==> src/sv/pitw_pkg.sv <==
// ----------------------------------------------------------------------------
// pitw_pkg
// Shared types and constants for the point-in-triangle winding test.
// ----------------------------------------------------------------------------
package pitw_pkg;

  // Quadrant code of a vertex around the test point.
  typedef logic [1:0] quad_t;

  localparam quad_t QUAD_UR = 2'd0;  // right and above
  localparam quad_t QUAD_UL = 2'd1;  // left or on, above
  localparam quad_t QUAD_LL = 2'd2;  // left or on, below or on
  localparam quad_t QUAD_LR = 2'd3;  // right, below or on

  // Quadrant change along one edge, three-bit two's complement.
  typedef logic signed [2:0] dquad_t;

  localparam dquad_t DQ_POS3 = 3'sd3;
  localparam dquad_t DQ_NEG3 = -3'sd3;
  localparam dquad_t DQ_POS2 = 3'sd2;
  localparam dquad_t DQ_NEG2 = -3'sd2;
  localparam dquad_t DQ_POS1 = 3'sd1;
  localparam dquad_t DQ_NEG1 = -3'sd1;

  // Winding sum width.
  localparam int SUM_W = 4;

  // Quadrant from the two strict comparisons against the test point.
  function automatic quad_t quad_of(input logic right, input logic above);
    quad_t q;
    if (right) begin
      q = above ? QUAD_UR : QUAD_LR;
    end else begin
      q = above ? QUAD_UL : QUAD_LL;
    end
    return q;
  endfunction

endpackage

==> src/sv/pitw_front.sv <==
// ----------------------------------------------------------------------------
// pitw_front
// First stage: vertex quadrants, quadrant changes, edge differences and vertex offsets.
// ----------------------------------------------------------------------------
module pitw_front #(
  parameter int B = 16
) (
  input  logic                clk,
  input  logic                rst,
  input  logic                in_valid,
  input  logic [B-1:0]        test_x,
  input  logic [B-1:0]        test_y,
  input  logic [2:0][B-1:0]   vx,
  input  logic [2:0][B-1:0]   vy,
  output logic                valid,
  output logic [2:0][B-1:0]   num_mag,
  output logic [2:0][B-1:0]   den_mag,
  output logic [2:0]          qneg,
  output logic [2:0][B:0]     ofs_y,
  output logic [2:0][B:0]     ofs_x,
  output logic [2:0][2:0]     dq
);
  import pitw_pkg::*;

  quad_t            quad [3];
  logic [2:0][B:0]  num_c;
  logic [2:0][B:0]  den_c;
  logic [2:0][B:0]  ofs_y_c;
  logic [2:0][B:0]  ofs_x_c;
  logic [2:0][B-1:0] num_mag_c;
  logic [2:0][B-1:0] den_mag_c;
  logic [2:0]       qneg_c;
  logic [2:0][2:0]  dq_c;

  // Quadrant of each vertex.
  for (genvar v = 0; v < 3; v++) begin : g_quad
    assign quad[v] = quad_of($signed(vx[v]) > $signed(test_x),
                             $signed(vy[v]) > $signed(test_y));
  end

  // Per edge: current vertex e, next vertex (e + 1) mod 3.
  for (genvar e = 0; e < 3; e++) begin : g_edge
    localparam int N = (e + 1) % 3;
    always_comb begin
      num_c[e]   = {vx[e][B-1], vx[e]} - {vx[N][B-1], vx[N]};
      den_c[e]   = {vy[e][B-1], vy[e]} - {vy[N][B-1], vy[N]};
      ofs_y_c[e] = {vy[N][B-1], vy[N]} - {test_y[B-1], test_y};
      ofs_x_c[e] = {vx[N][B-1], vx[N]} - {test_x[B-1], test_x};
      num_mag_c[e] = num_c[e][B] ? B'(-num_c[e]) : num_c[e][B-1:0];
      den_mag_c[e] = den_c[e][B] ? B'(-den_c[e]) : den_c[e][B-1:0];
      qneg_c[e]  = num_c[e][B] ^ den_c[e][B];
      dq_c[e]    = {1'b0, quad[N]} - {1'b0, quad[e]};
    end
  end

  // Stage register.
  always_ff @(posedge clk) begin
    if (rst) begin
      valid <= 1'b0;
    end else begin
      valid <= in_valid;
    end
  end

  always_ff @(posedge clk) begin
    num_mag <= num_mag_c;
    den_mag <= den_mag_c;
    qneg    <= qneg_c;
    ofs_y   <= ofs_y_c;
    ofs_x   <= ofs_x_c;
    dq      <= dq_c;
  end

endmodule

==> config.mk <==
export PLATFORM = sky130hd
export DESIGN_NAME = pitw_front
export DESIGN_NICKNAME = d
export VERILOG_FILES = /design/src/sv/pitw_pkg.sv /design/src/sv/pitw_front.sv
export SDC_FILE = /design/constraint.sdc
export NUM_CORES = 1
export LEC_CHECK = 0
export ABC_AREA = 1
export ABC_CLOCK_PERIOD_IN_PS = 9140
export BUFFER_PORTS_ARGS = -buffer_cell sky130_fd_sc_hd__buf_2
export CAP_MARGIN = 20
export CELL_PAD_IN_SITES_DETAIL_PLACEMENT = 1
export CELL_PAD_IN_SITES_GLOBAL_PLACEMENT = 2
export CORE_UTILIZATION = 34
export CTS_BUF_LIST = sky130_fd_sc_hd__clkbuf_4
export DETAILED_ROUTE_END_ITERATION = 6
export GPL_TIMING_DRIVEN = 0
export PLACE_DENSITY = 0.9
export SYNTH_ARGS = -nofsm -noshare
export SYNTH_HDL_FRONTEND = slang
export SYNTH_SLANG_ARGS = --single-unit
==> constraint.sdc <==
create_clock -name clk -period 9.14 [get_ports clk]
set_clock_uncertainty 0.05 [all_clocks]
set_input_delay 1.828 -clock clk [delete_from_list [all_inputs] [get_ports clk]]
set_output_delay 1.828 -clock clk [all_outputs]
set_load 0.02 [all_outputs]
==> flow_metrics.tcl <==
set metrics [dict create \
    grt_pass1_vias 18020 \
    min_path_type "in -> reg" \
    drc 0 \
    vias_per_cell 4.798 \
    gp_congestion 0.9479 \
    slew_headroom 0.5191 \
    synth_compound_area_frac 0.09919 \
    synth-seq-cells 211 \
    initial_core_util 0.3452 \
    synth_nets 2942 \
    antenna_found_initial 13 \
    ys_types 47 \
    rsz0062_at_grt "false" \
    rows 82 \
    finalMaxSlewViolations 0 \
    die_y_um 227.7 \
    worstMarginPinSlew_ns 0.7166 \
    hpwl_mm 56.12 \
    drtIter0Drc 710 \
    placed_cells 3607 \
    yosys.area_share.adder 0.1633 \
    end_kind "flop" \
    path_buf_inv 5 \
    p_per_area_mw_per_mm2 192.2 \
    p_sw_mw 1.756 \
    switching_share 0.4429 \
    ant_nets 0 \
    synth_ff_type "dfxtp_1" \
    grt_pass1_wl_mm 96.77 \
    synth-simple-area-share 0.2994 \
    finalPower_mw 3.965 \
    synth_xor_area_frac 0.08619 \
    nets 3346 \
    grt_use_total 0.2455 \
    portBuffers 341 \
    fin_setup_tns_ns 0 \
    via_count 17880 \
    cp.arrival_ns 4.88 \
    tritoncts "yes" \
    synth_top_family_by_area "simple AND/OR/NAND/NOR gates" \
    worst_path_largest_cell_delay_ns 0.48 \
    area_growth_pct 19.14 \
    cts-root-buf "clkbuf_4" \
    ys_warn_count 0 \
    dieArea_mm2 0.05185 \
    p_clk_frac 0.224 \
    numClockSinks 211 \
    worst_setup_path_start_kind "input port" \
    cp_top_family "compound AO/OA/AOI/OAI gates" \
    syn_avg_cell_area_um2 6.677 \
    period_minus_slack_ns 4.215 \
    htreeDepth 2 \
    crit_required_ns 9.80 \
    async_flop_share 0 \
    max_freq_mhz 237.3 \
    status "finished, final reports clean" \
    hold_viol 0 \
    cts_buffers 61 \
    clk_pin_slew_worst_paths_ns 0.06 \
    internal_power_mw 2.209 \
    ios 342 \
    combPwrFrac 0.458 \
    synth.area.mux_share 0 \
    post_cts_buffers 0 \
    layout-drive-gt1-share 0.1732 \
    postCtsHoldBufs 0 \
    critPathKind "in -> reg" \
    crit_slowest_cell "o21ai_0" \
    synth_cells 2594 \
    synth_edf_count 0 \
    setup_viol 0 \
    die_x_um 227.7 \
    wl_per_cell_um 17.32 \
    cts_resized 0 \
    finalCritPeriodShare 0.4611 \
    drt_pass1_iterations 4 \
    p_leak_nw 11.78 \
    cts_buffer_depth 3 \
    pwr-share-seq 0.318 \
    max-vdd-ir-drop_v 0.0001061 \
    crit_chain "buf_2, inv_1, ha_1, a21oi_1, o21ai_0, a31oi_1, nand3_1, nand2_1, inv_1, o21ai_0, inv_1, nand2_1, nand2_1, ha_1, fa_1, inv_1" \
    overflow 0 \
    ys_seq_area_frac 0.2439 \
    critPathMaxFanout 4 \
    instances_no_fill 3726 \
    grt_max_degree 17 \
    cap_viol_max_count 0 \
    syn_area_mm2 0.01732 \
    design.core.area_mm2 0.05017 \
    crit_top_cell "inv_1" \
    finalWirelength_mm 64.52 \
]
[per-stage QoR]
stage / cell area [um^2] / worst slack (ns) / hold WS (ns) / util
2_1_floorplan: 17320 / 4.938 / 1.849 / -
3_3_place_gp: 19870 / 4.063 / 1.933 / 0.3960
3_5_place_dp: 19870 / 4.003 / 1.941 / 0.3960
4_1_cts: 20620 / 4.915 / 1.058 / 0.4110
5_1_grt: 20630 / 4.703 / 1.113 / 0.4111
6_report: 20630 / 4.925 / 1.166 / 0.4113
[per-layer routing]
metal / share of wire / GRT usage / up-vias
li1: - / - / 9075
met1: 0.43 / 0.2844 / 8229
met2: 0.48 / 0.4403 / 427
met3: 0.054 / 0.05026 / 128
met4: 0.037 / 0.09461 / 18
met5: 0.0019 / 0 / -
[cells in the final DEF, fill, tap and decap left out, types with 16 or more instances in the layout]
| cell type | n |
|---|---|
| clkbuf_4 | 84 |
| buf_2 | 343 |
| a21o_1 | 22 |
| a21oi_1 | 156 |
| nand4_1 | 25 |
| clkinv_1 | 23 |
| o21ai_0 | 59 |
| xnor2_1 | 55 |
| nand2_2 | 40 |
| inv_1 | 474 |
| nand3_1 | 161 |
| xor2_1 | 108 |
| nand2_1 | 703 |
| nor3_1 | 30 |
| ha_1 | 202 |
| nor2_1 | 185 |
| dfxtp_1 | 211 |
| nand3b_1 | 22 |
| o21bai_1 | 16 |
[layout make-up]
cell class	count	area, um^2
inverter	478	1794
buffer	10	77.57
fill	6740	29540
timing repair buffer	341	1707
sequential	211	4224
multi-input combinational	1895	11220
tap	672	840.8
antenna	5	12.51
clock buffer	84	630.6
clock inverter	30	123.9
[registers in the layout, summed over array words and instances (netlist names)]
register and count:
ofs_y 51, ofs_x 51, den_mag 48, dq 9, valid 1, qneg 3
num_mag 48
[synthesized netlist by cell type, drive strengths merged, types with 2 or more instances]
cell type	instances	area, um^2
a211oi	6	45.04
a21boi	4	30.03
a21o	22	165.2
a21oi	160	815.8
a31oi	9	56.30
and2	4	25.02
buf	8	70.06
clkbuf	2	7.510
dfxtp	211	4224
fa	15	300.3
ha	202	2527
inv	478	1794
nand2	745	2912
nand3	172	915.9
nand3b	23	176.4
nand4	25	156.4
nor2	200	788.3
nor2b	2	17.52
nor3	30	150.1
nor4	6	37.54
o211ai	4	30.03
o21ai	73	380.4
o21bai	16	120.1
o31ai	2	15.01
xnor2	58	530.5
xor2	109	962.2
[cell families (layout without fill, tap and decap cells)]
family,after synthesis,after routing
compound gates,303,303
xor+xnor,167,167
fa+ha+maj,217,217
buf+inv,488,943
flops,211,211
other cells,0,5
simple gates,1208,1208
[final timing paths]
check             endpoint  startpoint  slack (ns)  cells after the start
hold / removal       valid         rst        1.17                      2
setup / recovery     dq[4]  test_y[10]        4.93                     16
[power groups by stage]
stage	registers, mW	clock network, mW	logic [mW]
after detailed placement	1.28	0	1.82
after CTS	1.27	0.934	1.83
after global routing	1.29	0.977	2.00
final	1.26	0.889	1.81
after floorplan	1.61	0	0.864
after global placement	1.28	0	1.79
(Power assumes the default switching activity.)
