## config.mk

```make
export PLATFORM = sky130hd
export DESIGN_NAME = pitw_back
export DESIGN_NICKNAME = d
export VERILOG_FILES = /design/src/sv/pitw_pkg.sv /design/src/sv/pitw_back.sv
export SDC_FILE = /design/constraint.sdc
export NUM_CORES = 2
export LEC_CHECK = 0
export BUFFER_PORTS_ARGS = -buffer_cell sky130_fd_sc_hd__buf_2
export CAP_MARGIN = 15
export CORE_MARGIN = 5
export CORE_UTILIZATION = 35
export CTS_CLUSTER_DIAMETER = 60
export DETAILED_ROUTE_END_ITERATION = 16
export PLACE_DENSITY = 0.49
export SYNTH_ARGS = -nofsm -noshare
export SYNTH_HDL_FRONTEND = slang
export SYNTH_SLANG_ARGS = --single-unit
export TNS_END_PERCENT = 10
```

## constraint.sdc

```tcl
create_clock -name clk -period 8.7 [get_ports clk]
set_clock_uncertainty 0.1 [all_clocks]
set_input_delay 0.435 -clock clk [delete_from_list [all_inputs] [get_ports clk]]
set_output_delay 0.435 -clock clk [all_outputs]
set_load 0.01 [all_outputs]
```

## src/sv/pitw_pkg.sv

```systemverilog
// ----------------------------------------------------------------------------
// pitw_pkg
// Shared types and constants for the point-in-triangle winding test.
// ----------------------------------------------------------------------------
package pitw_pkg;

  // Quadrant code of a vertex around the test point.
  typedef logic [1:0] quad_t;

  localparam quad_t QUAD_UR = 2'd0;  // right and above
  localparam quad_t QUAD_UL = 2'd1;  // left or on, above
  localparam quad_t QUAD_LL = 2'd2;  // left or on, below or on
  localparam quad_t QUAD_LR = 2'd3;  // right, below or on

  // Quadrant change along one edge, three-bit two's complement.
  typedef logic signed [2:0] dquad_t;

  localparam dquad_t DQ_POS3 = 3'sd3;
  localparam dquad_t DQ_NEG3 = -3'sd3;
  localparam dquad_t DQ_POS2 = 3'sd2;
  localparam dquad_t DQ_NEG2 = -3'sd2;
  localparam dquad_t DQ_POS1 = 3'sd1;
  localparam dquad_t DQ_NEG1 = -3'sd1;

  // Winding sum width.
  localparam int SUM_W = 4;

  // Quadrant from the two strict comparisons against the test point.
  function automatic quad_t quad_of(input logic right, input logic above);
    quad_t q;
    if (right) begin
      q = above ? QUAD_UR : QUAD_LR;
    end else begin
      q = above ? QUAD_UL : QUAD_LL;
    end
    return q;
  endfunction

endpackage

```

## src/sv/pitw_back.sv

```systemverilog
// ----------------------------------------------------------------------------
// pitw_back
// Back end: signed quotient, intercept product, side test and winding sum.
// ----------------------------------------------------------------------------
module pitw_back #(
  parameter int B = 16
) (
  input  logic                   clk,
  input  logic                   rst,
  input  logic                   in_valid,
  input  logic [2:0][B-1:0]      qmag,
  input  logic [2:0]             qneg,
  input  logic [2:0][B:0]        ofs_y,
  input  logic [2:0][B:0]        ofs_x,
  input  logic [2:0][2:0]        dq,
  output logic                   done,
  output logic                   inside_res,
  output logic [pitw_pkg::SUM_W-1:0] winding_sum
);
  import pitw_pkg::*;

  localparam int PW = 2 * B + 2;

  // Stage one: apply the quotient sign.
  logic             nv;
  logic [2:0][B:0]  q_n;
  logic [2:0][B:0]  ofs_y_n;
  logic [2:0][B:0]  ofs_x_n;
  logic [2:0][2:0]  dq_n;

  // Stage two: intercept product.
  logic              pv;
  logic [2:0][PW-1:0] prod_p;
  logic [2:0][B:0]   ofs_x_p;
  logic [2:0][2:0]   dq_p;

  // Stage three: side test and sum.
  logic [2:0]       right;
  dquad_t           adj [3];
  logic [SUM_W-1:0] sum_next;

  always_ff @(posedge clk) begin
    if (rst) begin
      nv   <= 1'b0;
      pv   <= 1'b0;
      done <= 1'b0;
    end else begin
      nv   <= in_valid;
      pv   <= nv;
      done <= pv;
    end
  end

  for (genvar e = 0; e < 3; e++) begin : g_edge
    always_ff @(posedge clk) begin
      q_n[e]     <= qneg[e] ? (B+1)'(-{1'b0, qmag[e]}) : {1'b0, qmag[e]};
      ofs_y_n[e] <= ofs_y[e];
      ofs_x_n[e] <= ofs_x[e];
      dq_n[e]    <= dq[e];
    end

    always_ff @(posedge clk) begin
      prod_p[e]  <= $signed(ofs_y_n[e]) * $signed(q_n[e]);
      ofs_x_p[e] <= ofs_x_n[e];
      dq_p[e]    <= dq_n[e];
    end

    // The intercept lies right of the test point when the x offset of the
    // next vertex exceeds the scaled y offset.
    always_comb begin
      right[e] = $signed({{(PW-B-1){ofs_x_p[e][B]}}, ofs_x_p[e]}) > $signed(prod_p[e]);
      priority if (dquad_t'(dq_p[e]) == DQ_POS3) begin
        adj[e] = DQ_NEG1;
      end else if (dquad_t'(dq_p[e]) == DQ_NEG3) begin
        adj[e] = DQ_POS1;
      end else if (dquad_t'(dq_p[e]) == DQ_POS2 || dquad_t'(dq_p[e]) == DQ_NEG2) begin
        adj[e] = right[e] ? dquad_t'(-dq_p[e]) : dquad_t'(dq_p[e]);
      end else begin
        adj[e] = dquad_t'(dq_p[e]);
      end
    end
  end

  // Sum the three adjusted changes.
  always_comb begin
    sum_next = SUM_W'(adj[0]) + SUM_W'(adj[1]) + SUM_W'(adj[2]);
  end

  always_ff @(posedge clk) begin
    winding_sum <= sum_next;
    inside_res  <= sum_next[2];
  end

endmodule

```

==> results.sh <==
export IMPL_outcome="completed"
export IMPL_wl_mm=101.4
export IMPL_synth_top_area_cell="fa_1"
export IMPL_cts_buffer_depth=3
export IMPL_fmax_mhz=141.4
export IMPL_cts_tree="built"
export IMPL_cts_resized=0
export IMPL_hold_path_depth=2
export IMPL_synth_warnings=0
export IMPL_crit_required_ps=9170
export IMPL_synth_mux_area_share_pct=0
export IMPL_grt_max_degree=19
export IMPL_layout_min_cycle_time_ps=7070
export IMPL_dp_hpwl_mm=82.70
export IMPL_critical_path_arrival_ps=7540
export IMPL_synth_edff_count=0
export IMPL_post_drt_wl_per_cell_microns=15.94
export IMPL_root_buffer="clkbuf_16"
export IMPL_rsz0062_at_grt="false"
export IMPL_end_kind="register"
export IMPL_ys_flop_type="dfxtp_1"
export IMPL_syn_area_per_cell_sq_um=9.752
export IMPL_via_per_inst=4.583
export IMPL_ant_nets=0
export IMPL_reg2reg_depth=19
export IMPL_async_flop_share_pct=0
export IMPL_utilization_pct=40.25
export IMPL_grt_pass1_wl_mm=172.5
export IMPL_antenna_found_initial=3
export IMPL_overflow=0
export IMPL_drc=0
export IMPL_first_pass_iters=5
export IMPL_core_rowCount=128
export IMPL_slew_limit_headroom_pct=40.31
export IMPL_r2r_start="q_n[2]"
export IMPL_tightestPinTransition_ps=886.0
export IMPL_min_from="qneg[2]"
export IMPL_setup_viol=0
export IMPL_syn_inst=4420
export IMPL_gp_congestion=0.8017
export IMPL_hold_path_end="q_n[50]"
export IMPL_r2r_end="prod_p[33]"
export IMPL_synthToLayoutAreaGrowth_pct=13.95
export IMPL_synthXorXnorAreaFrac_pct=2.845
export IMPL_rrSetupSlack_ps=1630
export IMPL_syn_cell_area_sq_mm=0.04310
export IMPL_ys_top_cells_by_count="inv_1, fa_1, nand2_1, and2_1, ha_1"
export IMPL_die_x_microns=360.9
export IMPL_setup_tns_ps=0
export IMPL_final_nets=6112
export IMPL_coreArea_sq_mm=0.1220
export IMPL_clk_latency_ps=650
export IMPL_grt_pass1_vias=32730
export IMPL_diodes=0
export IMPL_syn_nets=5838
export IMPL_yosysSeqAreaShare_pct=15.37
export IMPL_dpl_worst_slack_ps=1677
export IMPL_synth_cell_type_count=79
export IMPL_yosysMostFrequentCell="inv_1"
export IMPL_worst_slack_ps=1630
export IMPL_num_vias=29140
export IMPL_final_layout_size_suffix_gt1_share_pct=6.295
export IMPL_drt_iter0_drc=1024
export IMPL_synthAdderAreaFrac_pct=51.91
export IMPL_start_util_pct=35.32
export IMPL_setup_worst_path_start_class="register"
export IMPL_clock_sinks=331
export IMPL_dieArea_sq_mm=0.1303
export IMPL_synthTopCellsByArea="fa_1, dfxtp_1, ha_1, inv_1, and2_1"
export IMPL_critPathMaxFanout=17
export IMPL_die_h_microns=360.9
export IMPL_hold_viol_final=0
export IMPL_period_share_pct=81.26
export IMPL_synth_top_family_by_area="adder cells"
export IMPL_hold_class="in2reg"
export IMPL_clkSlewWorstSetupHoldPaths_ps=60
export IMPL_slew_violations=0
export IMPL_maxCapViolCount=0
export IMPL_ios=171
export IMPL_fin_area_sq_mm=0.04912
export IMPL_synth_seq_cells=331
export IMPL_port_buffers=170
export IMPL_placed_area_sq_mm=0.04557
export IMPL_htreeDepth=2
export IMPL_worst_setup_path_type="reg2reg"
export IMPL_synth_simple_gate_area_share_pct=13.73
export IMPL_numCtsBuffers=52
export IMPL_post_synth_top_area_fraction_pct=41.43
export IMPL_track_usage_pct=16.35
export IMPL_synth_compound_area_share_pct=6.015
## layout by cell type, fill, tap and decap left out, types with 70 or more instances in the layout
cell type and n:
ha_1 361, xnor2_1 123, a21o_1 70, and2_1 446, nand2_1 447, a21oi_1 91
inv_1 1032, nor2_1 100, dlygate4sd3_1 167, fa_1 892, buf_2 170, dfxtp_1 331
## layout make-up
| type | instances | area, sq um |
|---|---|---|
| clock inverters | 35 | 518.0 |
| multi-input cells | 2930 | 32110 |
| fillers | 12280 | 72920 |
| repair buffers | 347 | 2597 |
| flip-flops and latches | 331 | 6626 |
| well taps | 1625 | 2033 |
| inverters | 1032 | 3874 |
| clock buffers | 59 | 1358 |
## critical path, cell delays in order (launching register included)
cell,delay [ps]
dfxtp_1,760
nand2_1,210
inv_1,160
fa_1,560
fa_1,910
fa_1,540
fa_1,510
fa_1,490
inv_1,50
fa_1,470
inv_1,40
ha_1,350
a21o_1,220
a21o_1,170
a221oi_1,300
o31ai_1,180
a2111oi_4,450
o311ai_0,210
a21oi_1,200
xnor2_1,130
## worst max path at each step
stage | from | end | slack [ps] | cells after the start
after floorplan | ofs_y_n[16] | prod_p[33] | 2290 | 20
after global placement | q_n[2] | prod_p[33] | 1730 | 19
after detailed placement | q_n[2] | prod_p[33] | 1680 | 19
after CTS | q_n[2] | prod_p[33] | 1640 | 19
after global routing | q_n[3] | prod_p[33] | 1160 | 19
final | q_n[2] | prod_p[33] | 1630 | 19
## cells by family after synthesis
family,count (synthesis)
AOI/OAI and AO/OA,374
xor gates and xnor gates,140
adders and majority gates,1253
buffers and inverters,1159
DFF,331
and+or+nand+nor,1163
## metal layers
layer | vias up | track usage [%] | wire length [microns]
li1 | 13810 | - | -
met1 | 14800 | 21.48 | 45510
met2 | 405 | 28.54 | 49370
met3 | 131 | 2.373 | 3832
met4 | 2 | 4.017 | 2665
met5 | - | 0 | 13
## stage by stage
step / hold WS (ps) / cells
floorplan: 209.6 / 4420
global placement: 211.4 / 6098
detailed placement: 212.1 / 6098
CTS: 18.48 / 6359
global route: 54.34 / 6359
finish: 78.81 / 6359
## timing repair
| action | in CTS | in global routing |
|---|---|---|
| buffers inserted | 0 | 0 |
| hold buffers | 167 | 0 |
| setup endpoints to repair | 0 | 0 |
| endpoints found under the hold margin | 163 | 0 |
## sequential cells by signal, summed over array words and instances, names as in the netlist
register	cells
nv	1
dq_p	9
dq_n	9
pv	1
done	1
ofs_x_n	51
prod_p	102
q_n	51
winding_sum	4
ofs_x_p	51
ofs_y_n	51
Power is left out: the tool's default activity adds up to more than one toggle a clock period on the data nets, which glitch-free logic cannot reach.
