### config.mk
export PLATFORM = sky130hd
export DESIGN_NAME = pitw_div
export DESIGN_NICKNAME = d
export VERILOG_FILES = /design/src/sv/pitw_div.sv
export SDC_FILE = /design/constraint.sdc
export NUM_CORES = 1
export LEC_CHECK = 0
export BUFFER_PORTS_ARGS = -buffer_cell sky130_fd_sc_hd__buf_2
export CORE_UTILIZATION = 29
export DETAILED_ROUTE_END_ITERATION = 8
export PLACE_DENSITY_LB_ADDON = 0.1
export SLEW_MARGIN = 25
export SYNTH_ARGS = -nofsm -noshare
export SYNTH_HDL_FRONTEND = slang
export SYNTH_SLANG_ARGS = --single-unit
### constraint.sdc
create_clock -name clk -period 3.35 [get_ports clk]
set_input_delay 0 -clock clk [delete_from_list [all_inputs] [get_ports clk]]
set_output_delay 0 -clock clk [all_outputs]
set_load 0.01 [all_outputs]
### src/sv/pitw_div.sv
// ----------------------------------------------------------------------------
// pitw_div
// Pipelined unsigned restoring divider, one quotient bit per stage, with a
// tag that travels alongside each item.
// ----------------------------------------------------------------------------
module pitw_div #(
  parameter int B     = 16,
  parameter int TAG_W = 8
) (
  input  logic             clk,
  input  logic [B-1:0]     num,
  input  logic [B-1:0]     den,
  input  logic [TAG_W-1:0] tag_in,
  output logic [B-1:0]     quo,
  output logic [TAG_W-1:0] tag_out
);

  logic [B-1:0]     num_s [B+1];
  logic [B-1:0]     den_s [B+1];
  logic [B-1:0]     rem_s [B+1];
  logic [B-1:0]     quo_s [B+1];
  logic [TAG_W-1:0] tag_s [B+1];

  assign num_s[0] = num;
  assign den_s[0] = den;
  assign rem_s[0] = '0;
  assign quo_s[0] = '0;
  assign tag_s[0] = tag_in;

  // One stage per quotient bit, most significant bit first.
  for (genvar k = 0; k < B; k++) begin : g_stage
    logic [B:0] trial;
    logic       ge;
    logic [B:0] diff;

    always_comb begin
      trial = {rem_s[k], num_s[k][B-1]};
      ge    = trial >= {1'b0, den_s[k]};
      diff  = trial - {1'b0, den_s[k]};
    end

    always_ff @(posedge clk) begin
      rem_s[k+1] <= ge ? diff[B-1:0] : trial[B-1:0];
      quo_s[k+1] <= {quo_s[k][B-2:0], ge};
      num_s[k+1] <= {num_s[k][B-2:0], 1'b0};
      den_s[k+1] <= den_s[k];
      tag_s[k+1] <= tag_s[k];
    end
  end

  assign quo     = quo_s[B];
  assign tag_out = tag_s[B];

endmodule

==> results of run 1 <==
## per-layer routing
metal / up-vias / part of all wire [%] / GRT usage, %
li1: 10420 / - / -
met1: 9555 / 43 / 14.82
met2: 342 / 49 / 22.57
met3: 137 / 3.7 / 2.347
met4: 0 / 3.4 / 5.644
met5: - / 0 / 0
## worst reg2reg max path: cells and delay by family (launching register included)
family,cells,cell delay [ps]
muxes,1,300
DFF,1,390
adders and majority gates,1,300
and+or+nand+nor,1,150
buffers and inverters,2,230
AOI/OAI and AO/OA,6,1640
## through the flow
step,std cells,cell area [sq um]
floorplan,2909,31400
global placement,4343,33440
detailed placement,4343,33440
CTS,4601,37660
global route,4601,37660
finish,4601,37660
## cell usage in the layout, fill, tap and decap left out, types with 18 or more instances in the layout
| master | Yosys | layout |
|---|---|---|
| o31a_1 | 24 | 24 |
| clkbuf_16 | 0 | 99 |
| dlygate4sd3_1 | 0 | 78 |
| a211oi_1 | 18 | 18 |
| clkbuf_8 | 0 | 22 |
| xor2_1 | 57 | 57 |
| nand2_1 | 132 | 132 |
| a31oi_1 | 28 | 25 |
| dfxtp_1 | 864 | 864 |
| xnor2_1 | 88 | 88 |
| a21o_1 | 50 | 50 |
| ha_1 | 242 | 242 |
| inv_1 | 294 | 294 |
| mux2_2 | 101 | 101 |
| nor2b_1 | 44 | 44 |
| o21ai_0 | 168 | 167 |
| nor2_1 | 160 | 160 |
| buf_2 | 3 | 64 |
| o31ai_1 | 19 | 19 |
| nand4_1 | 27 | 27 |
| nor3_1 | 30 | 30 |
| a21oi_1 | 179 | 179 |
| nand3_1 | 26 | 26 |
| o21a_1 | 45 | 45 |
| nand2b_1 | 31 | 31 |
| buf_4 | 24 | 25 |
## where the power goes
group          leakage, nW  internal (mW)  switching [mW]
clock network         1.68           6.72            4.38
registers             7.20           11.3           0.561
logic                 8.06           2.76            2.83
total                 16.9           20.8            7.78
## cells by family (layout without fill, tap and decap cells)
| group | after synthesis | count (layout) | share of synthesized area [%] |
|---|---|---|---|
| compound gates | 648 | 648 | 13.12 |
| xor+xnor | 145 | 145 | 4.044 |
| fa+ha+maj | 256 | 256 | 10.54 |
| buf+inv | 358 | 647 | 4.698 |
| flops | 864 | 864 | 55.08 |
| mux | 128 | 128 | 4.706 |
| simple gates | 510 | 510 | 7.814 |
## state kept, by name, summed over array words and instances, names as in the netlist
register	flops
den_s	240
quo	16
num_s	105
g_stage.trial	255
tag_out	8
quo_s	120
tag_s	120
## repair_timing
item                                   CTS  global route
hold buffers                            78             0
endpoints found under the hold margin   56             0
buffers inserted                         0             0
## layout make-up
cell class / count / area share (%)
sequential: 864 / 45.93
multi-input combinational: 1687 / 33.60
tap: 1403 / 4.661
timing repair buffer: 173 / 3.741
clock inverter: 48 / 1.648
clock buffer: 132 / 7.492
inverter: 294 / 2.930
## worst max-delay path by stage
stage                                 end  slack (ps)  depth (start not counted)
finish              g_stage[12].trial[10]         230                         11
global route        g_stage[14].trial[15]          70                         11
CTS                  g_stage[12].trial[9]         230                         11
detailed placement  g_stage[12].trial[10]         250                         11
global placement     g_stage[12].trial[9]         300                         11
floorplan           g_stage[12].trial[10]         390                         12
==> results.json, run 1 <==
{
  "cts_buffer_depth": 3,
  "synth.most_common_cell": "dfxtp_1",
  "whs_ps": 120.2,
  "drt-vias-per-instance": 4.446,
  "drt_first_pass_iters": 4,
  "p_per_area_nw_per_um2": 757.6,
  "core_sq_um": 107200,
  "start_util_pct": 29.29,
  "numCtsBuffers": 99,
  "cts_tree": "built",
  "syn_avg_cell_area_sq_um": 10.79,
  "ys_seq_area_share_pct": 55.08,
  "syn2layout_area_growth_pct": 19.93,
  "synth_nets": 3206,
  "path_cells": "inv_1, ha_1, nor2b_1, o31a_1, o31a_1, a221o_1, o22ai_2, o21ai_1, a211o_1, buf_12, mux2_4",
  "dieArea_sq_um": 109600,
  "clock_latency_ps": 680,
  "drv_slew": 0,
  "placementRows": 120,
  "multi_input_area_sq_um": 12650,
  "tightest_slew_ps": 610.5,
  "hold_viol": 0,
  "wl_mm": 69.11,
  "ys_top_cells_by_count": "864 x dfxtp_1, 294 x inv_1, 242 x ha_1, 179 x a21oi_1, 168 x o21ai_0",
  "r2r_start": "den_s[81]",
  "synthCells": 2909,
  "io_buffers": 64,
  "grt_usage_pct": 12.72,
  "hpwlAfterDp_mm": 52.18,
  "critPathCaptureType": "register",
  "gp_congestion": 0.8676,
  "final.setup.worst_slack_ps": 226.9,
  "worst_hold_startpoint": "den[1]",
  "root_buffer": "clkbuf_16",
  "ctsResizeCount": 0,
  "setup_viol": 0,
  "leakage_nw": 16.94,
  "drive_gt1_share_pct": 12.35,
  "fin_skew_ps": 29.89,
  "drv_cap": 0,
  "globalRoute.totalOverflow": 0,
  "min_to": "den_s[241]",
  "status": "complete, no violations",
  "cpMostUsedCell": "o31a_1",
  "nFillCells": 10650,
  "cp-start-kind": "register",
  "power_mw": 28.53,
  "drtIter0Drc": 861,
  "path_clk_slew_ps": 60,
  "synthArstFlopShare_pct": 0,
  "fin_crit_ps": 3123,
  "num_io_pins": 65,
  "grt_max_degree": 31,
  "drc": 0,
  "hold_path.class": "input pin to register",
  "ys_top_cells_by_area": "dfxtp_1 55%, ha_1 9.6%, mux2_2 3.6%",
  "layout.nets": 3416,
  "cp_data_required_time_ps": 3900,
  "slowest_stage": "a221o_1",
  "cp-startpoint": "den_s[81]",
  "r2r_end": "g_stage[12].trial[10]",
  "htree_levels": 3,
  "cp_max_fo": 17,
  "post-route-util_pct": 35.13,
  "place_ws_ps": 248.8,
  "reg2reg_setup_slack_ps": 230,
  "die_x_microns": 331.1,
  "synth_edf_count": 0,
  "ys.flop_type": "dfxtp_1",
  "critical_path.top_delay_family": "compound AO/OA/AOI/OAI gates",
  "fin_crit_sh_pct": 93.23,
  "synth_top_area_share_pct": 55.08,
  "drtAntennaViolNets": 0,
  "rsz0062_at_grt": "no",
  "ys_ff_latch": 864,
  "min_delay_path_depth": 2,
  "yosys.area.top_type": "dfxtp_1",
  "reg2reg_depth": 11,
  "arrival_ps": 3670,
  "yosysUniqueCellTypes": 70,
  "syn_area_sq_um": 31400,
  "ir_drop_mv": 0.3578,
  "grt_pass1_vias": 20960,
  "cts.sinks": 864,
  "slowest_delay_ps": 430,
  "yosys_warnings": 0,
  "antenna_found_initial": 0,
  "seqCellArea_sq_um": 17300,
  "vias": 20460,
  "path_buf_inv": 2,
  "critPathKind": "register to register",
  "max_freq_ghz": 0.3202,
  "tns_ps": 0,
  "chipHeight_microns": 331.1,
  "diodes": 0,
  "slew_headroom_pct": 58.25,
  "grt_pass1_wl_mm": 110.7,
  "wl_per_cell_microns": 15.02
}
Note: power is estimated with default switching activity, not from simulation.
==> run 2, diff against run 1 <==
==> constraint.sdc (replaced) <==
create_clock -name clk -period 3.35 [get_ports clk]
set_input_delay 0.1675 -clock clk [delete_from_list [all_inputs] [get_ports clk]]
set_output_delay 0.1675 -clock clk [all_outputs]
set_load 0.01 [all_outputs]
==> run 2 against run 1 <==
Combinational power down 0.7%; sequential power about the same; clock-buffer cell count down 2; register-to-register slack better by 20 ps; clock skew about the same; via count down 0.19%; fmax up 0.80%; setup slack better by 25 ps; global-route usage about the same; total power up 0.82%; cell area down 0.80%; critical endpoint is now g_stage[12].trial[9].
==> results.json, run 2 (same netlist as run 1, synthesis figures left out) <==
{
  "io_buffers": 64,
  "drv_cap": 0,
  "arrival_ps": 3650,
  "cts.sinks": 864,
  "grt_max_degree": 31,
  "slowest_stage": "a221o_1",
  "mostFrequentLayoutCells": "864 x dfxtp_1, 294 x inv_1, 242 x ha_1, 179 x a21oi_1, 167 x o21ai_0",
  "antenna_found_initial": 0,
  "dieArea_sq_um": 109600,
  "reg2reg_setup_slack_ps": 250,
  "crit_path_end": "g_stage[12].trial[9]",
  "leakage_nw": 16.81,
  "drt_first_pass_iters": 5,
  "drtAntennaViolNets": 0,
  "cpMostUsedCell": "o31a_1",
  "cts_tree": "built",
  "numCtsBuffers": 98,
  "post_cts_buffers": 0,
  "syn2layout_area_growth_pct": 18.97,
  "tns_ps": 0,
  "grt_usage_pct": 12.70,
  "wl_per_cell_microns": 15.10,
  "rsz0062_at_grt": "no",
  "critPathKind": "register to register",
  "largest_reg_flops": 255,
  "r2r_end": "g_stage[12].trial[9]",
  "core_sq_um": 107200,
  "drive_gt1_share_pct": 12.54,
  "critPathCaptureType": "register",
  "p_per_area_nw_per_um2": 770.1,
  "root_buffer": "clkbuf_16",
  "grt_pass1_wl_mm": 110.4,
  "slowest_delay_ps": 430,
  "cp_data_required_time_ps": 3900,
  "htree_levels": 3,
  "fin_crit_sh_pct": 92.49,
  "fin_crit_ps": 3098,
  "drc": 0,
  "hpwlAfterDp_mm": 52.20,
  "cp-startpoint": "den_s[81]",
  "nFillCells": 10740,
  "crit_cells": 11,
  "cp_max_fo": 17,
  "gp_congestion": 0.8667,
  "critical_path.top_delay_family": "compound AO/OA/AOI/OAI gates",
  "path_buf_inv": 2,
  "grt_pass1_vias": 20960,
  "worst_hold_startpoint": "num[14]",
  "seqCellArea_sq_um": 17300,
  "multi_input_area_sq_um": 12650,
  "path_cells": "inv_1, ha_1, nor2b_1, o31a_1, o31a_1, a221o_1, o22ai_2, o21ai_1, a211o_1, buf_12, mux2_4",
  "placementRows": 120,
  "slew_headroom_pct": 42.63,
  "final_common_cell": "dfxtp_1",
  "globalRoute.totalOverflow": 0,
  "r2r_start": "den_s[81]",
  "cts_buffer_depth": 3,
  "setup_viol": 0,
  "drt-vias-per-instance": 4.469,
  "reg2reg_depth": 11,
  "fin_skew_ps": 29.66,
  "path_clk_slew_ps": 60,
  "clock_latency_ps": 660,
  "final.setup.worst_slack_ps": 251.6,
  "start_util_pct": 29.29,
  "ir_drop_mv": 0.3961,
  "cp-start-kind": "register",
  "die_x_microns": 331.1,
  "hold_viol": 0,
  "chipHeight_microns": 331.1,
  "tightest_slew_ps": 852.7,
  "drtIter0Drc": 939,
  "max_freq_ghz": 0.3228,
  "diodes": 0,
  "hold_path.class": "input pin to register",
  "layout.nets": 3378,
  "num_io_pins": 65,
  "status": "complete, no violations",
  "wl_mm": 68.98,
  "place_ws_ps": 259.9,
  "vias": 20420,
  "drv_slew": 0
}
==> run 2: cell count changes in the layout (fill, tap and decap cells not counted), sizes merged <==
cell	previous run	this run
clkinvlp	9	12
clkbuf	132	130
dlygate4sd3	78	40
clkinv	23	20
inv	300	302
buf	95	96
bufinv	10	15
==> run 2: worst min-delay path by stage <==
stage                                      to  slack [ps]  cells past startpoint
after floorplan                    den_s[240]         200                      0
after global placement             tag_s[127]         270                      1
after detailed placement  g_stage[1].trial[0]         270                      1
after CTS                 g_stage[1].trial[0]          50                      2
after global routing      g_stage[1].trial[0]          80                      2
final                     g_stage[1].trial[0]         130                      2
==> run 2: layout make-up <==
cell class              count  area share, %
flip-flops and latches    864          46.30
repair buffers            136          2.773
well taps                1403          4.699
inverters                 294          2.954
clock inverters            55          2.060
multi-input cells        1687          33.87
clock buffers             130          7.341
==> run 2: stage by stage <==
stage | cell area, sq um | utilization [%] | hold slack (ps) | std cells | power (mW)
CTS | 37360 | 34.85 | 48.88 | 4569 | 29.36
finish | 37360 | 34.85 | 125.3 | 4569 | 28.77
floorplan | 31400 | - | 195.2 | 2909 | 16.12
global placement | 33450 | 31.20 | 269.7 | 4344 | 17.57
detailed placement | 33450 | 31.20 | 271.1 | 4344 | 17.61
global route | 37360 | 34.85 | 79.76 | 4569 | 30.50
==> run 2: per-layer routing <==
metal / GRT usage, % / up-vias / part of all wire (%)
li1: - / 10340 / -
met1: 14.76 / 9569 / 43
met2: 22.59 / 358 / 50
met3: 2.431 / 148 / 4.1
met4: 5.485 / 0 / 3.4
met5: 0 / - / 0
==> run 2: what timing repair did <==
| item | in CTS | in global routing |
|---|---|---|
| hold buffers | 40 | 0 |
| resized for setup | 0 | 0 |
| hold endpoints to repair | 56 | 0 |
==> run 2: report_power, final <==
group	switching (mW)	internal, mW	leakage (nW)
clock network	4.41	6.97	1.70
registers	0.565	11.3	7.20
logic	2.82	2.73	7.91
